[src/sv/gcgu_pkg.sv]
// Shared types and constants for the grid cell growth update unit.
`default_nettype none

package gcgu_pkg;

  localparam int VAL_W   = 32;   // Q16.16 cell value
  localparam int WGT_W   = 16;   // Q8.8 weight
  localparam int COORD_W = 8;    // signed working width of cell coordinates
  localparam int LBL_W   = 3;    // reported column/row bits
  localparam int MUL_A_W = 32;
  localparam int MUL_B_W = 24;
  localparam int PROD_W  = MUL_A_W + MUL_B_W;
  localparam int FAC_W   = 40;   // Q24.16 growth factor

  localparam logic [VAL_W-1:0] CELL_ONE     = 32'h0001_0000;
  localparam logic [VAL_W-1:0] CELL_MAX_RST = 32'h000A_0000;

  typedef enum logic [1:0] {
    FACE_0   = 2'd0,
    FACE_90  = 2'd1,
    FACE_180 = 2'd2,
    FACE_270 = 2'd3
  } face_t;

  typedef enum logic [2:0] {
    MUL_NONE = 3'd0,
    MUL_CB   = 3'd1,   // common * base
    MUL_RW   = 3'd2,   // (common * base) * road, gives factor
    MUL_LO   = 3'd3,   // cell * factor low half
    MUL_HI   = 3'd4    // cell * factor high part
  } mul_op_t;

  typedef struct packed {
    logic    load;
    mul_op_t mul_op;
    logic    rd;
    logic    commit;
    logic    last;
    logic    clr;
    logic    cand_sel;
  } ctrl_cmd_t;

  typedef struct packed {
    logic [1:0] cand_ok;
    logic       clr_last;
    logic       out_free;
  } dp_stat_t;

endpackage

`default_nettype wire

[src/sv/gcgu_in_if.sv]
// Detection input channel.
`default_nettype none

interface gcgu_in_if;
  logic              valid;
  logic              ready;
  logic signed [3:0] node_x;
  logic signed [3:0] node_y;
  logic [1:0]        facing;
  logic [15:0]       common_weight;
  logic [15:0]       base_weight;
  logic [15:0]       road_weight;

  modport source (
    output valid, node_x, node_y, facing, common_weight, base_weight, road_weight,
    input  ready
  );
  modport sink (
    input  valid, node_x, node_y, facing, common_weight, base_weight, road_weight,
    output ready
  );
endinterface

`default_nettype wire

[src/sv/gcgu_out_if.sv]
// Updated cell result channel.
`default_nettype none

interface gcgu_out_if;
  logic        valid;
  logic        ready;
  logic [2:0]  cell_col;
  logic [2:0]  cell_row;
  logic [31:0] cell_value;
  logic        was_clamped;
  logic        last_of_run;

  modport source (
    output valid, cell_col, cell_row, cell_value, was_clamped, last_of_run,
    input  ready
  );
  modport sink (
    input  valid, cell_col, cell_row, cell_value, was_clamped, last_of_run,
    output ready
  );
endinterface

`default_nettype wire

[src/sv/gcgu_ram.sv]
// Generic single-write, single-read RAM with registered read data.
`default_nettype none

module gcgu_ram #(
  parameter int WIDTH = 32,
  parameter int DEPTH = 64
) (
  input  wire logic                     clk,
  input  wire logic                     we,
  input  wire logic [$clog2(DEPTH)-1:0] waddr,
  input  wire logic [WIDTH-1:0]         wdata,
  input  wire logic                     re,
  input  wire logic [$clog2(DEPTH)-1:0] raddr,
  output logic      [WIDTH-1:0]         rdata
);

  logic [WIDTH-1:0] mem [DEPTH];

  always_ff @(posedge clk) begin
    if (we) begin
      mem[waddr] <= wdata;
    end
    if (re) begin
      rdata <= mem[raddr];
    end
  end

endmodule

`default_nettype wire

[src/sv/gcgu_ctrl.sv]
// Sequencer: clearing pass, factor build, then read-multiply-write per cell.
`default_nettype none

module gcgu_ctrl (
  input  wire logic                clk,
  input  wire logic                rst_n,
  input  wire logic                in_valid,
  output logic                     in_ready,
  input  wire gcgu_pkg::dp_stat_t  stat,
  output gcgu_pkg::ctrl_cmd_t      cmd
);
  import gcgu_pkg::*;

  typedef enum logic [2:0] {
    S_CLEAR,
    S_IDLE,
    S_FAC1,
    S_FAC2,
    S_SEL,
    S_LO,
    S_HI,
    S_WR
  } state_t;

  state_t state_r, state_nxt;
  logic   sel_r, sel_nxt;
  logic   last;

  // current candidate is the final one if it is the second or the second is off-grid
  assign last     = sel_r || !stat.cand_ok[1];
  assign in_ready = (state_r == S_IDLE);

  always_comb begin
    state_nxt    = state_r;
    sel_nxt      = sel_r;
    cmd          = '0;
    cmd.mul_op   = MUL_NONE;
    cmd.cand_sel = sel_r;
    cmd.last     = last;
    unique case (state_r)
      S_CLEAR: begin
        cmd.clr = 1'b1;
        if (stat.clr_last) begin
          state_nxt = S_IDLE;
        end
      end
      S_IDLE: begin
        if (in_valid) begin
          cmd.load  = 1'b1;
          state_nxt = S_FAC1;
        end
      end
      S_FAC1: begin
        cmd.mul_op = MUL_CB;
        state_nxt  = S_FAC2;
      end
      S_FAC2: begin
        cmd.mul_op = MUL_RW;
        sel_nxt    = 1'b0;
        state_nxt  = S_SEL;
      end
      S_SEL: begin
        priority if (stat.cand_ok[sel_r]) begin
          cmd.rd    = 1'b1;
          state_nxt = S_LO;
        end else if (sel_r) begin
          state_nxt = S_IDLE;
        end else begin
          sel_nxt = 1'b1;
        end
      end
      S_LO: begin
        cmd.mul_op = MUL_LO;
        state_nxt  = S_HI;
      end
      S_HI: begin
        cmd.mul_op = MUL_HI;
        state_nxt  = S_WR;
      end
      S_WR: begin
        if (stat.out_free) begin
          cmd.commit = 1'b1;
          if (last) begin
            state_nxt = S_IDLE;
          end else begin
            sel_nxt   = 1'b1;
            state_nxt = S_SEL;
          end
        end
      end
      default: begin
        state_nxt = S_IDLE;
      end
    endcase
  end

  always_ff @(posedge clk) begin
    if (!rst_n) begin
      state_r <= S_CLEAR;
      sel_r   <= 1'b0;
    end else begin
      state_r <= state_nxt;
      sel_r   <= sel_nxt;
    end
  end

endmodule

`default_nettype wire

[src/sv/gcgu_dpath.sv]
// Datapath: coordinate mapping, shared multiplier, saturation, grid RAM, result register.
`default_nettype none

module gcgu_dpath #(
  parameter int CELL_COLS = 8,
  parameter int CELL_ROWS = 8,
  parameter int NODE_ROWS = 7
) (
  input  wire logic                clk,
  input  wire logic                rst_n,
  input  wire gcgu_pkg::ctrl_cmd_t cmd,
  output gcgu_pkg::dp_stat_t       stat,
  input  wire logic signed [3:0]   in_node_x,
  input  wire logic signed [3:0]   in_node_y,
  input  wire logic [1:0]          in_facing,
  input  wire logic [15:0]         in_common_weight,
  input  wire logic [15:0]         in_base_weight,
  input  wire logic [15:0]         in_road_weight,
  input  wire logic                cfg_we,
  input  wire logic [31:0]         cfg_wdata,
  output logic                     out_valid,
  input  wire logic                out_ready,
  output logic [2:0]               out_cell_col,
  output logic [2:0]               out_cell_row,
  output logic [31:0]              out_cell_value,
  output logic                     out_was_clamped,
  output logic                     out_last_of_run
);
  import gcgu_pkg::*;

  localparam int DEPTH  = CELL_COLS * CELL_ROWS;
  localparam int ADDR_W = $clog2(DEPTH);
  localparam logic signed [COORD_W-1:0] COLS_S  = COORD_W'(CELL_COLS);
  localparam logic signed [COORD_W-1:0] ROWS_S  = COORD_W'(CELL_ROWS);
  localparam logic signed [COORD_W-1:0] NROWS_S = COORD_W'(NODE_ROWS);
  localparam logic signed [COORD_W-1:0] ONE_S   = COORD_W'(1);
  localparam logic signed [COORD_W-1:0] TWO_S   = COORD_W'(2);

  // latched detection
  logic signed [3:0]  nx_r, ny_r;
  face_t              face_r;
  logic [WGT_W-1:0]   cw_r, bw_r, rw_r;

  logic [PROD_W-1:0]  prod_r;
  logic [FAC_W-1:0]   factor_r;
  logic [VAL_W-1:0]   cell_r;
  logic [VAL_W-1:0]   lo_r;
  logic [VAL_W-1:0]   cell_max_r;
  logic [ADDR_W-1:0]  clr_cnt_r;

  logic               out_valid_r, out_valid_nxt;
  logic [LBL_W-1:0]   out_col_r, out_row_r;
  logic [VAL_W-1:0]   out_val_r;
  logic               out_clamp_r, out_last_r;

  // candidate cells
  logic signed [COORD_W-1:0] cx, cy, cxm, cym;
  logic signed [COORD_W-1:0] col_c [2];
  logic signed [COORD_W-1:0] row_c [2];
  logic [ADDR_W-1:0]         addr_c [2];
  logic [1:0]                ok_c;
  logic signed [COORD_W-1:0] col_s, row_s;
  logic [ADDR_W-1:0]         addr_s;

  logic [MUL_A_W-1:0] mul_a;
  logic [MUL_B_W-1:0] mul_b;
  logic [PROD_W-1:0]  product;

  logic [VAL_W-1:0]   rd_data;
  logic [PROD_W:0]    sum;
  logic               clamp;
  logic [VAL_W-1:0]   new_val;

  logic               ram_we;
  logic [ADDR_W-1:0]  ram_waddr;
  logic [VAL_W-1:0]   ram_wdata;

  assign cx  = {{(COORD_W-4){nx_r[3]}}, nx_r} + ONE_S;
  assign cy  = NROWS_S - {{(COORD_W-4){ny_r[3]}}, ny_r} - TWO_S;
  assign cxm = cx - ONE_S;
  assign cym = cy - ONE_S;

  always_comb begin
    unique case (face_r)
      FACE_0: begin
        col_c[0] = cx;  row_c[0] = cym;
        col_c[1] = cxm; row_c[1] = cym;
      end
      FACE_90: begin
        col_c[0] = cx;  row_c[0] = cy;
        col_c[1] = cx;  row_c[1] = cym;
      end
      FACE_180: begin
        col_c[0] = cx;  row_c[0] = cy;
        col_c[1] = cxm; row_c[1] = cy;
      end
      FACE_270: begin
        col_c[0] = cxm; row_c[0] = cy;
        col_c[1] = cxm; row_c[1] = cym;
      end
    endcase
  end

  for (genvar k = 0; k < 2; k++) begin : g_cand
    assign ok_c[k] = !col_c[k][COORD_W-1] && (col_c[k] < COLS_S) &&
                     !row_c[k][COORD_W-1] && (row_c[k] < ROWS_S);
    assign addr_c[k] = ADDR_W'(32'($unsigned(row_c[k])) * 32'(CELL_COLS) +
                               32'($unsigned(col_c[k])));
  end

  assign col_s  = cmd.cand_sel ? col_c[1]  : col_c[0];
  assign row_s  = cmd.cand_sel ? row_c[1]  : row_c[0];
  assign addr_s = cmd.cand_sel ? addr_c[1] : addr_c[0];

  // one shared 32x24 multiplier
  always_comb begin
    unique case (cmd.mul_op)
      MUL_CB: begin
        mul_a = MUL_A_W'(cw_r);
        mul_b = MUL_B_W'(bw_r);
      end
      MUL_RW: begin
        mul_a = prod_r[MUL_A_W-1:0];
        mul_b = MUL_B_W'(rw_r);
      end
      MUL_LO: begin
        mul_a = rd_data;
        mul_b = MUL_B_W'(factor_r[15:0]);
      end
      MUL_HI: begin
        mul_a = cell_r;
        mul_b = factor_r[FAC_W-1:16];
      end
      default: begin
        mul_a = '0;
        mul_b = '0;
      end
    endcase
  end

  assign product = PROD_W'(mul_a) * PROD_W'(mul_b);

  assign sum     = {1'b0, prod_r} + (PROD_W+1)'(lo_r);
  assign clamp   = sum > (PROD_W+1)'(cell_max_r);
  assign new_val = clamp ? cell_max_r : sum[VAL_W-1:0];

  assign ram_we    = cmd.clr || cmd.commit;
  assign ram_waddr = cmd.clr ? clr_cnt_r : addr_s;
  assign ram_wdata = cmd.clr ? CELL_ONE  : new_val;

  gcgu_ram #(
    .WIDTH (VAL_W),
    .DEPTH (DEPTH)
  ) u_grid (
    .clk   (clk),
    .we    (ram_we),
    .waddr (ram_waddr),
    .wdata (ram_wdata),
    .re    (cmd.rd),
    .raddr (addr_s),
    .rdata (rd_data)
  );

  // payload registers
  always_ff @(posedge clk) begin
    if (cmd.load) begin
      nx_r   <= in_node_x;
      ny_r   <= in_node_y;
      face_r <= face_t'(in_facing);
      cw_r   <= in_common_weight;
      bw_r   <= in_base_weight;
      rw_r   <= in_road_weight;
    end
    unique case (cmd.mul_op)
      MUL_CB: prod_r <= product;
      MUL_RW: factor_r <= product[FAC_W+7:8];
      MUL_LO: begin
        cell_r <= rd_data;
        prod_r <= product;
      end
      MUL_HI: begin
        lo_r   <= prod_r[VAL_W+15:16];
        prod_r <= product;
      end
      default: ;
    endcase
    if (cmd.commit) begin
      out_col_r   <= col_s[LBL_W-1:0];
      out_row_r   <= row_s[LBL_W-1:0];
      out_val_r   <= new_val;
      out_clamp_r <= clamp;
      out_last_r  <= cmd.last;
    end
  end

  always_comb begin
    out_valid_nxt = out_valid_r;
    priority if (cmd.commit) begin
      out_valid_nxt = 1'b1;
    end else if (out_ready) begin
      out_valid_nxt = 1'b0;
    end
  end

  // control registers
  always_ff @(posedge clk) begin
    if (!rst_n) begin
      out_valid_r <= 1'b0;
      clr_cnt_r   <= '0;
      cell_max_r  <= CELL_MAX_RST;
    end else begin
      out_valid_r <= out_valid_nxt;
      if (cmd.clr) begin
        clr_cnt_r <= clr_cnt_r + ADDR_W'(1);
      end
      if (cfg_we) begin
        cell_max_r <= cfg_wdata;
      end
    end
  end

  assign stat.cand_ok  = ok_c;
  assign stat.clr_last = (clr_cnt_r == ADDR_W'(DEPTH - 1));
  assign stat.out_free = !out_valid_r || out_ready;

  assign out_valid       = out_valid_r;
  assign out_cell_col    = out_col_r;
  assign out_cell_row    = out_row_r;
  assign out_cell_value  = out_val_r;
  assign out_was_clamped = out_clamp_r;
  assign out_last_of_run = out_last_r;

endmodule

`default_nettype wire

[src/sv/grid_cell_growth_update_unit.sv]
// Top level of the grid cell growth update unit.
//
//  channel | dir | carries                                      | transfer
//  --------+-----+----------------------------------------------+---------------------
//  in_ch   | in  | node_x, node_y, facing, three Q8.8 weights   | valid & ready
//  out_ch  | out | cell_col, cell_row, cell_value, was_clamped, | valid & ready
//          |     | last_of_run                                  |
//  cfg_    | in  | cell_max (Q16.16 ceiling)                    | cfg_we high
//
// Flow: transfer, then the factor build (common*base, then times road) through
// the shared 32x24 multiplier, then per on-grid cell select/read, low product,
// high product, saturate/write; off-grid candidates are skipped. Detections
// are taken one at a time.
// Reset: a clearing pass writes 1.0 to every cell; no detection is taken
// meanwhile, cfg writes still are.
// Stalls: a full output register holds any cell write until it drains; the
// next detection is still taken while a result waits.
`default_nettype none

module grid_cell_growth_update_unit #(
  parameter int CELL_COLS = 8,
  parameter int CELL_ROWS = 8,
  parameter int NODE_ROWS = 7
) (
  input  wire logic        clk,
  input  wire logic        rst_n,
  gcgu_in_if.sink          in_ch,
  gcgu_out_if.source       out_ch,
  input  wire logic        cfg_we,
  input  wire logic [31:0] cfg_wdata
);
  import gcgu_pkg::*;

  ctrl_cmd_t cmd;
  dp_stat_t  stat;
  logic      in_ready;

  assign in_ch.ready = in_ready;

  gcgu_ctrl u_ctrl (
    .clk      (clk),
    .rst_n    (rst_n),
    .in_valid (in_ch.valid),
    .in_ready (in_ready),
    .stat     (stat),
    .cmd      (cmd)
  );

  gcgu_dpath #(
    .CELL_COLS (CELL_COLS),
    .CELL_ROWS (CELL_ROWS),
    .NODE_ROWS (NODE_ROWS)
  ) u_dpath (
    .clk              (clk),
    .rst_n            (rst_n),
    .cmd              (cmd),
    .stat             (stat),
    .in_node_x        (in_ch.node_x),
    .in_node_y        (in_ch.node_y),
    .in_facing        (in_ch.facing),
    .in_common_weight (in_ch.common_weight),
    .in_base_weight   (in_ch.base_weight),
    .in_road_weight   (in_ch.road_weight),
    .cfg_we           (cfg_we),
    .cfg_wdata        (cfg_wdata),
    .out_valid        (out_ch.valid),
    .out_ready        (out_ch.ready),
    .out_cell_col     (out_ch.cell_col),
    .out_cell_row     (out_ch.cell_row),
    .out_cell_value   (out_ch.cell_value),
    .out_was_clamped  (out_ch.was_clamped),
    .out_last_of_run  (out_ch.last_of_run)
  );

endmodule

`default_nettype wire

[src/flat_wrapper.sv]
// flat-port wrapper written by rule: the top's interface ports become plain ports
module grid_cell_growth_update_unit_flat import gcgu_pkg::*;
#(
  parameter int CELL_COLS = 8,
  parameter int CELL_ROWS = 8,
  parameter int NODE_ROWS = 7
)
  (clk, rst_n, cfg_we, cfg_wdata, in_ch_valid, in_ch_node_x, in_ch_node_y, in_ch_facing, in_ch_common_weight, in_ch_base_weight, in_ch_road_weight, in_ch_ready, out_ch_valid, out_ch_cell_col, out_ch_cell_row, out_ch_cell_value, out_ch_was_clamped, out_ch_last_of_run, out_ch_ready);
  gcgu_in_if in_ch_i ();
  gcgu_out_if out_ch_i ();
  input  wire logic clk;
  input  wire logic rst_n;
  input  wire logic cfg_we;
  input  wire logic [31:0] cfg_wdata;
  input wire logic [$bits(in_ch_i.valid)-1:0] in_ch_valid;
  input wire logic [$bits(in_ch_i.node_x)-1:0] in_ch_node_x;
  input wire logic [$bits(in_ch_i.node_y)-1:0] in_ch_node_y;
  input wire logic [$bits(in_ch_i.facing)-1:0] in_ch_facing;
  input wire logic [$bits(in_ch_i.common_weight)-1:0] in_ch_common_weight;
  input wire logic [$bits(in_ch_i.base_weight)-1:0] in_ch_base_weight;
  input wire logic [$bits(in_ch_i.road_weight)-1:0] in_ch_road_weight;
  output wire logic [$bits(in_ch_i.ready)-1:0] in_ch_ready;
  output wire logic [$bits(out_ch_i.valid)-1:0] out_ch_valid;
  output wire logic [$bits(out_ch_i.cell_col)-1:0] out_ch_cell_col;
  output wire logic [$bits(out_ch_i.cell_row)-1:0] out_ch_cell_row;
  output wire logic [$bits(out_ch_i.cell_value)-1:0] out_ch_cell_value;
  output wire logic [$bits(out_ch_i.was_clamped)-1:0] out_ch_was_clamped;
  output wire logic [$bits(out_ch_i.last_of_run)-1:0] out_ch_last_of_run;
  input wire logic [$bits(out_ch_i.ready)-1:0] out_ch_ready;
  assign in_ch_i.valid = in_ch_valid;
  assign in_ch_i.node_x = in_ch_node_x;
  assign in_ch_i.node_y = in_ch_node_y;
  assign in_ch_i.facing = in_ch_facing;
  assign in_ch_i.common_weight = in_ch_common_weight;
  assign in_ch_i.base_weight = in_ch_base_weight;
  assign in_ch_i.road_weight = in_ch_road_weight;
  assign in_ch_ready = in_ch_i.ready;
  assign out_ch_valid = out_ch_i.valid;
  assign out_ch_cell_col = out_ch_i.cell_col;
  assign out_ch_cell_row = out_ch_i.cell_row;
  assign out_ch_cell_value = out_ch_i.cell_value;
  assign out_ch_was_clamped = out_ch_i.was_clamped;
  assign out_ch_last_of_run = out_ch_i.last_of_run;
  assign out_ch_i.ready = out_ch_ready;
  grid_cell_growth_update_unit #(.CELL_COLS(CELL_COLS), .CELL_ROWS(CELL_ROWS), .NODE_ROWS(NODE_ROWS)) u_core (.clk(clk), .rst_n(rst_n), .in_ch(in_ch_i), .out_ch(out_ch_i), .cfg_we(cfg_we), .cfg_wdata(cfg_wdata));
endmodule
[config.mk]
export PLATFORM = sky130hd
export DESIGN_NAME = grid_cell_growth_update_unit_flat
export DESIGN_NICKNAME = d
export VERILOG_FILES = /design/src/sv/gcgu_pkg.sv /design/src/sv/gcgu_in_if.sv /design/src/sv/gcgu_out_if.sv /design/src/sv/gcgu_ram.sv /design/src/sv/gcgu_ctrl.sv /design/src/sv/gcgu_dpath.sv /design/src/sv/grid_cell_growth_update_unit.sv /design/src/flat_wrapper.sv
export SDC_FILE = /design/constraint.sdc
export NUM_CORES = 2
export LEC_CHECK = 0
export ABC_AREA = 1
export BUFFER_PORTS_ARGS = -buffer_cell sky130_fd_sc_hd__buf_2
export CORE_ASPECT_RATIO = 1.4
export CORE_MARGIN = 5
export CORE_UTILIZATION = 45
export DETAILED_ROUTE_END_ITERATION = 16
export MAX_ROUTING_LAYER = met4
export SETUP_SLACK_MARGIN = 0.2
export SYNTH_ARGS = -nofsm -noshare
export SYNTH_HDL_FRONTEND = slang
export SYNTH_SLANG_ARGS = --single-unit
export TNS_END_PERCENT = 10
[constraint.sdc]
create_clock -name clk -period 9.1 [get_ports clk]
set_input_delay 1.365 -clock clk [delete_from_list [all_inputs] [get_ports clk]]
set_output_delay 1.365 -clock clk [all_outputs]
set_load 0.01 [all_outputs]
# Word-level counts from Yosys, hierarchy flattened

Memories as Yosys holds them, arrays and structs flattened. A register that Yosys moved wholly into a read port is not among the register bits.
Cells that the tools add are included.

$add $sub $neg: 9
Multiply operators: 1
Magnitude comparators: 6
Equal/unequal tests: 21
Mux-type cells: 35
Reduce and logical (&&, ||, !) cells: 24

Operator list:

| operator                                                               | count |
|---|---|
| 32-bit case mux with 4 select lines                                    | 1 |
| 16-bit case mux with 3 select lines                                    | 2 |
| 24-bit case mux with 4 select lines                                    | 1 |
| 32-bit 2-to-1 mux                                                      | 2 |
| 56-bit by 32-bit adder with 57-bit output                              | 1 |
| 57-bit by 32-bit > comparator with 1-bit output                        | 1 |
| 32-bit by 24-bit multiplier with 56-bit output                         | 1 |
| 8-bit by 5-bit < comparator with 1-bit output (second input constant)  | 4 |
| 3-bit 2-to-1 mux                                                       | 8 |
| 3-bit case mux with 8 select lines                                     | 1 |
| 1-bit 2-to-1 mux                                                       | 16 |
| 3-bit equality test (second input constant)                            | 5 |
| 6-bit adder                                                            | 2 |
| 3-bit by 2-bit equality test with 1-bit output (second input constant) | 4 |
| 6-bit 2-to-1 mux                                                       | 2 |
| 3-bit case mux with 4 select lines                                     | 1 |
| 4-bit AND reduction                                                    | 2 |
| 8-bit by 2-bit subtractor with 8-bit output (second input constant)    | 1 |
| 6-bit by 2-bit subtractor with 7-bit output (second input constant)    | 1 |
| 6-bit by 1-bit adder with 6-bit output (second input constant)         | 1 |
| 3-bit by 1-bit equality test with 1-bit output (second input constant) | 2 |
| 6-bit equality test (second input constant)                            | 1 |
| 1-bit logical AND                                                      | 6 |
| 1-bit logical NOT                                                      | 6 |
| 17 further kinds                                                       | 24 |

Flip-flop bits (word level): 301
Memory bits (writable): 2,048
Input bits: 95
Output and inout port bits: 42
Logic and storage cells: 117
Memories kept: 1

Memories:

| memory                    | words | bits a word | rd ports | clocked after Yosys merged registers in | wr ports | line           | text |
|---|---|---|---|---|---|---|---|
| u_core.u_dpath.u_grid.mem | 64    | 32          | 1        | 1                                       | 1        | gcgu_ram.sv:17 | `logic [WIDTH-1:0] mem [DEPTH];` |

# Longest topological paths before layout

Depth in word-level cells: 12
Depth in mapped cells: 37
Mapped depth without buffers: 34

# By module

Synthesis repeated with hierarchy kept, for this count alone.

Cells, all modules: 11,605
Area total of the unflattened synthesis: 123,458.4 um^2

Modules (own cells, without submodules):

| module     | times used | cells an instance | area each (um^2) | sequential area each (um^2) |
|---|---|---|---|---|
| gcgu_ram   | 1          | 6,769             | 83,058.4         | 62,459.9 |
| gcgu_dpath | 1          | 4,767             | 40,007.1         | 8,528.2 |
| gcgu_ctrl  | 1          | 69                | 392.9            | 80.1 |

# Worst setup path after synthesis

Ideal clock, no wire load.

Kind: reg2reg
Start: reg u_core.u_ctrl.state_r[0]
End: reg u_core.u_dpath.prod_r[52], data pin
Setup time: 0.259 ns
Data arrival time: 7.722 ns
Required time: 8.841 ns
Path slack: 1.119 ns
Cell stages (with the launch flop): 34
Path buffers: 3
Clock period less this slack: 7.981 ns
Cells stage by stage: dfxtp_1 nand2_1 nor2_1 clkbuf_1 buf_2 a21oi_1 inv_1 clkbuf_1 nand2_1 fa_1 inv_1 fa_1 inv_1 fa_1 fa_1 inv_1 fa_1 fa_1 inv_1 fa_1 inv_1 ha_1 nand2_1 nor2_1 inv_1 nor2_1 inv_1 nor4_1 a21oi_1 o21bai_1 nand3_1 nand2_1 a21oi_1 xnor2_1

Word-level cells in the longest chain between the ends: 5
Elaborated cells on any way between the ends: 12
Those cells by class: mul: 1; eq/ne: 8; mux: 3

RTL lines:

| element                                                                                    | line              | text |
|---|---|---|
| start, declared                                                                            | gcgu_ctrl.sv:25   | `state_t state_r, state_nxt;` |
| start signal, assigned                                                                     | gcgu_ctrl.sv:102  | `state_r <= state_nxt;` |
| 3-bit equality test or 3-bit by 2-bit equality test with 1-bit output (tied branches)      | gcgu_ctrl.sv:40   | `unique case (state_r)` |
| 3-bit case mux with 4 select lines *                                                       | gcgu_ctrl.sv:40   |  |
| 3-bit equality test, or another cell as far along                                          | gcgu_dpath.sv:117 | `unique case (cmd.mul_op)` |
| 32-bit case mux with 4 select lines or 24-bit case mux with 4 select lines (tied branches) | gcgu_dpath.sv:117 |  |
| 32-bit by 24-bit multiplier with 56-bit output *                                           | gcgu_dpath.sv:141 | `assign product = PROD_W'(mul_a) * PROD_W'(mul_b);` |
| named net u_core.u_dpath.product[52]                                                       | gcgu_dpath.sv:67  | `logic [PROD_W-1:0] product;` |
| end signal, assigned                                                                       | gcgu_dpath.sv:175 | `MUL_CB: prod_r <= product;` |
| end signal, assigned                                                                       | gcgu_dpath.sv:179 | `prod_r <= product;` |
| end signal, assigned                                                                       | gcgu_dpath.sv:183 | `prod_r <= product;` |
| end, declared                                                                              | gcgu_dpath.sv:44  | `logic [PROD_W-1:0] prod_r;` |

Mark *: on every way through the listed nets, which the timed path passes. The rest lies on a longest branch.
A chain may end at the register's enable or synchronous reset.

# Final worst setup path

Ends and elaborated chain as after synthesis.

==> out/summary.md <==
The run finished with clean final reports. Data on the critical path arrives at its endpoint at 9300 ps. The worst setup path is launched from a flop.

Excluding fillers, the count of instances in the completed layout stands at 14900. The cell count after synthesis came out at 10900. The total of hold buffers inserted after clock tree synthesis is 0. The number of enable flip-flop cells after synthesis is 2338. The H-tree was split into 4 levels. The total overflow left after global routing is 0.

The largest net degree at the start of global routing was 191. Dividing total power by cell area gives a power density of 281 nW/µm². The logs give 0 ps for the total negative slack for setup checks and 6 for the detailed-routing iteration count for the pre-antenna-repair pass. The number of max-slew violations in the final report was 0. In the routed design, unresolved DRC markers number 0. The warning count from the yosys run is 0, and the area of the die is 286000 µm².

Routability-driven placement finished with a final weighted congestion of 0.995. The fraction of the yosys area taken by sequential cells is 0.575, and the area growth from synthesis to layout is 11.6%. The die boundary height is 630 µm. The most used flip-flop cell after synthesis is edfxtp_1.

The normalized max-slew margin was 0.0946; the final wirelength was 409 mm. The global-route usage over all layers is 0.289. The count of cell types in the netlist was 61. The core region is 273000 µm².

The first-pass GRT wire length is 585 mm, and the top-area cell type share of the netlist area is 0.568. The tools report the number of hold violations in the final report as 0. The final worst-path cycle share works out to 0.951.

In this run, placement finished with an instance count of 14500. The category of the critical setup timing path is reg2reg. The most numerous cell type found on the critical path is fa_1.

The run gives 137 as the boundary pin count. The initial antenna violation count is 20, and the async set-or-reset flop fraction in the synthesized netlist is 0. Max-cap violations in this run came to 0.

The tools report the cell row count as 227. The biggest area contributor in the post-synthesis netlist is edfxtp_1. Number of global-route vias before repair: 85300. The share of final-layout standard cells stronger than drive strength 1 came out at 0.121. In this run, CTS created clock tree buffers numbering 232. The run gives 8143 as the number of violations reported at the end of detailed-routing iteration 0.

For the pin with the worst max-slew slack, the measured transition is 1360 ps. Static leakage power: 52.1 nW. Summing over every cut layer, the via total after detailed routing is 85300. The clock tree root buffer cell was clkbuf_16.

For this run, the top clock speed supported by timing is 0.116 GHz. TritonCTS built the clock tree. Mean area per synthesized cell: 11.3 µm². The run gives 0.453 as the initial core utilization. For this design, the slowest cell found on the critical path is fa_1. Time the worst path needs with I/O delays and setup: 8660 ps.

The worst setup path is captured at a flop. The area of the mapped netlist was 124000 µm²; the total of flip-flops plus latches after synthesis was 2381. When the netlist entered floorplanning its net count stood at 11900. The maximum fanout encountered on the critical timing path is 9. Largest stage delay on the critical path: 630 ps. Worst min-delay path category: reg2reg. Setup repair after global routing left no endpoint under its margin. The number of buffers inserted by port buffering was 136; the sink count of the clock tree was 2381. Clock latency reported for the late side of the worst-skew pair: 940 ps. After detailed routing, the number of vias per cell comes to 5.71. The worst setup skew after layout is 78.0 ps, and the number of routed nets with antenna violations is 0. In the final routed layout, each cell accounts on average for 27.4 µm. STA puts the critical path data required time at 9750 ps. The clock tree buffer depth was 4; the worst supply voltage drop on vdd was 0.000290 V. In the final design database the tool counted 12100 nets. From left edge to right edge, the die measures 453 µm.

Clock-pin slew was measured on the worst setup and hold paths at 60 ps. In the post-synthesis netlist, the biggest area contributors are edfxtp_1 (57%), fa_1 (11%), nor2_1 (4.7%). Setup violations remaining at the end of the flow were counted as 0.

The half-perimeter wire length of the detailed placement result came out at 270 mm.
per-layer routing:
| layer | track usage | routed length [µm] | vias to the layer above |
|---|---|---|---|
| li1 | - | - | 37800 |
| met1 | 0.326 | 146000 | 43000 |
| met2 | 0.490 | 207000 | 3504 |
| met3 | 0.0310 | 23500 | 999 |
| met4 | 0.184 | 32200 | 0 |
| met5 | - | 0 | - |
per-stage QoR:
| step | cell area (µm²) | hold slack (ps) | power [W] | utilization | setup slack, ps |
|---|---|---|---|---|---|
| after floorplan | 124000 | 421 | 0.0222 | - | 1120 |
| after global placement | 131000 | 433 | 0.0293 | 0.478 | 276 |
| after detailed placement | 131000 | 441 | 0.0295 | 0.478 | 133 |
| after CTS | 138000 | 457 | 0.0387 | 0.504 | 172 |
| after global routing | 138000 | 466 | 0.0402 | 0.505 | 166 |
| final | 138000 | 460 | 0.0388 | 0.505 | 442 |
final cells by class:
| type | count | area (µm²) |
|---|---|---|
| diodes | 12 | 30.0 |
| clock buffers | 287 | 6100 |
| clock inverters | 124 | 1060 |
| fillers | 24200 | 135000 |
| inverters | 1328 | 5050 |
| multi-input cells | 6616 | 46000 |
| flip-flops and latches | 2381 | 71100 |
| well taps | 3664 | 4580 |
| repair buffers | 534 | 4170 |
power by group:
group | leakage [nW] | switching [W] | total, W | internal, W
Clock | 3.52 | 0.00410 | 0.00931 | 0.00521
Sequential | 21.9 | 0.000403 | 0.0142 | 0.0138
Combinational | 26.7 | 0.0114 | 0.0152 | 0.00382
repair_timing:
item | in CTS | in global routing
setup buffers | 0 | 20
pin swaps | 1 | 5
resized for setup | 1 | 33
setup endpoints to repair | 14 | 56
gates cloned | 1 | 2
synthesized netlist by cell type (all sizes together), types with 43 or more instances:
cell	number
dfxtp	43
o21ai	776
buf	207
o211ai	575
edfxtp	2338
o311ai	166
nand3	421
ha	255
a22o	65
clkbuf	379
or2	310
fa	661
nor2	1576
xor2	65
nand2	1304
inv	1304
a21oi	175
o22ai	122
critical path: cells and delay by family (launching register included):
kind,cells,cell delay [ps]
DFF,1,400
buffers and inverters,8,1070
and+or+nand+nor,6,1240
xor gates and xnor gates,1,80
AOI/OAI and AO/OA,8,1560
adders and majority gates,8,4040
path summary, 6_finish.rpt:
path                                        start                   endpoint  slack [ps]  depth (start not counted)
setup / recovery         u_core.u_ctrl.state_r[0]  u_core.u_dpath.prod_r[52]         440                         31
hold / removal    u_core.u_dpath.u_grid.rdata[31]  u_core.u_dpath.cell_r[31]         460                          0
setup reg to reg         u_core.u_ctrl.state_r[0]  u_core.u_dpath.prod_r[52]         440                         31
hold reg to reg   u_core.u_dpath.u_grid.rdata[31]  u_core.u_dpath.cell_r[31]         460                          0
registers in the layout, indices dropped and copies added, names as in the netlist:
name,flops
u_core.u_dpath.out_cell_col,3
u_core.u_dpath.lo_r,32
u_core.u_dpath.out_last_of_run,1
u_core.u_dpath.rw_r,16
u_core.u_dpath.bw_r,16
u_core.u_dpath.out_was_clamped,1
u_core.u_dpath.out_cell_value,32
u_core.u_dpath.out_valid,1
u_core.u_dpath.cw_r,16
u_core.u_ctrl.sel_r,1
u_core.u_dpath.u_grid.rdata,32
u_core.u_ctrl.state_r,3
u_core.u_dpath.cell_r,32
u_core.u_dpath.u_grid.mem,2048
u_core.u_dpath.clr_cnt_r,6
u_core.u_dpath.cell_max_r,32
u_core.u_dpath.out_cell_row,3
u_core.u_dpath.nx_r,4
u_core.u_dpath.factor_r,40
u_core.u_dpath.ny_r,4
u_core.u_dpath.face_r,2
u_core.u_dpath.prod_r,56
cell usage in the layout, fill, tap and decap left out, types with 128 or more instances in the layout:
master,instances
o211ai_1,575
nand2_1,1267
edfxtp_1,2338
a21oi_1,168
inv_1,1267
buf_4,357
nor2_1,1442
ha_1,255
fa_1,661
or2_2,252
nand3_1,400
o311ai_0,128
buf_2,136
o21ai_0,738
clkbuf_16,236
kinds of logic after synthesis:
logic type / count (synthesis) / share of synthesized area
and+or+nand+nor: 3672 / 0.126
DFF: 2381 / 0.575
AOI/OAI and AO/OA: 1931 / 0.0993
buffers and inverters: 1914 / 0.0608
adders and majority gates: 916 / 0.133
xor gates and xnor gates: 94 / 0.00672
Note: power is estimated with default switching activity, not from simulation.
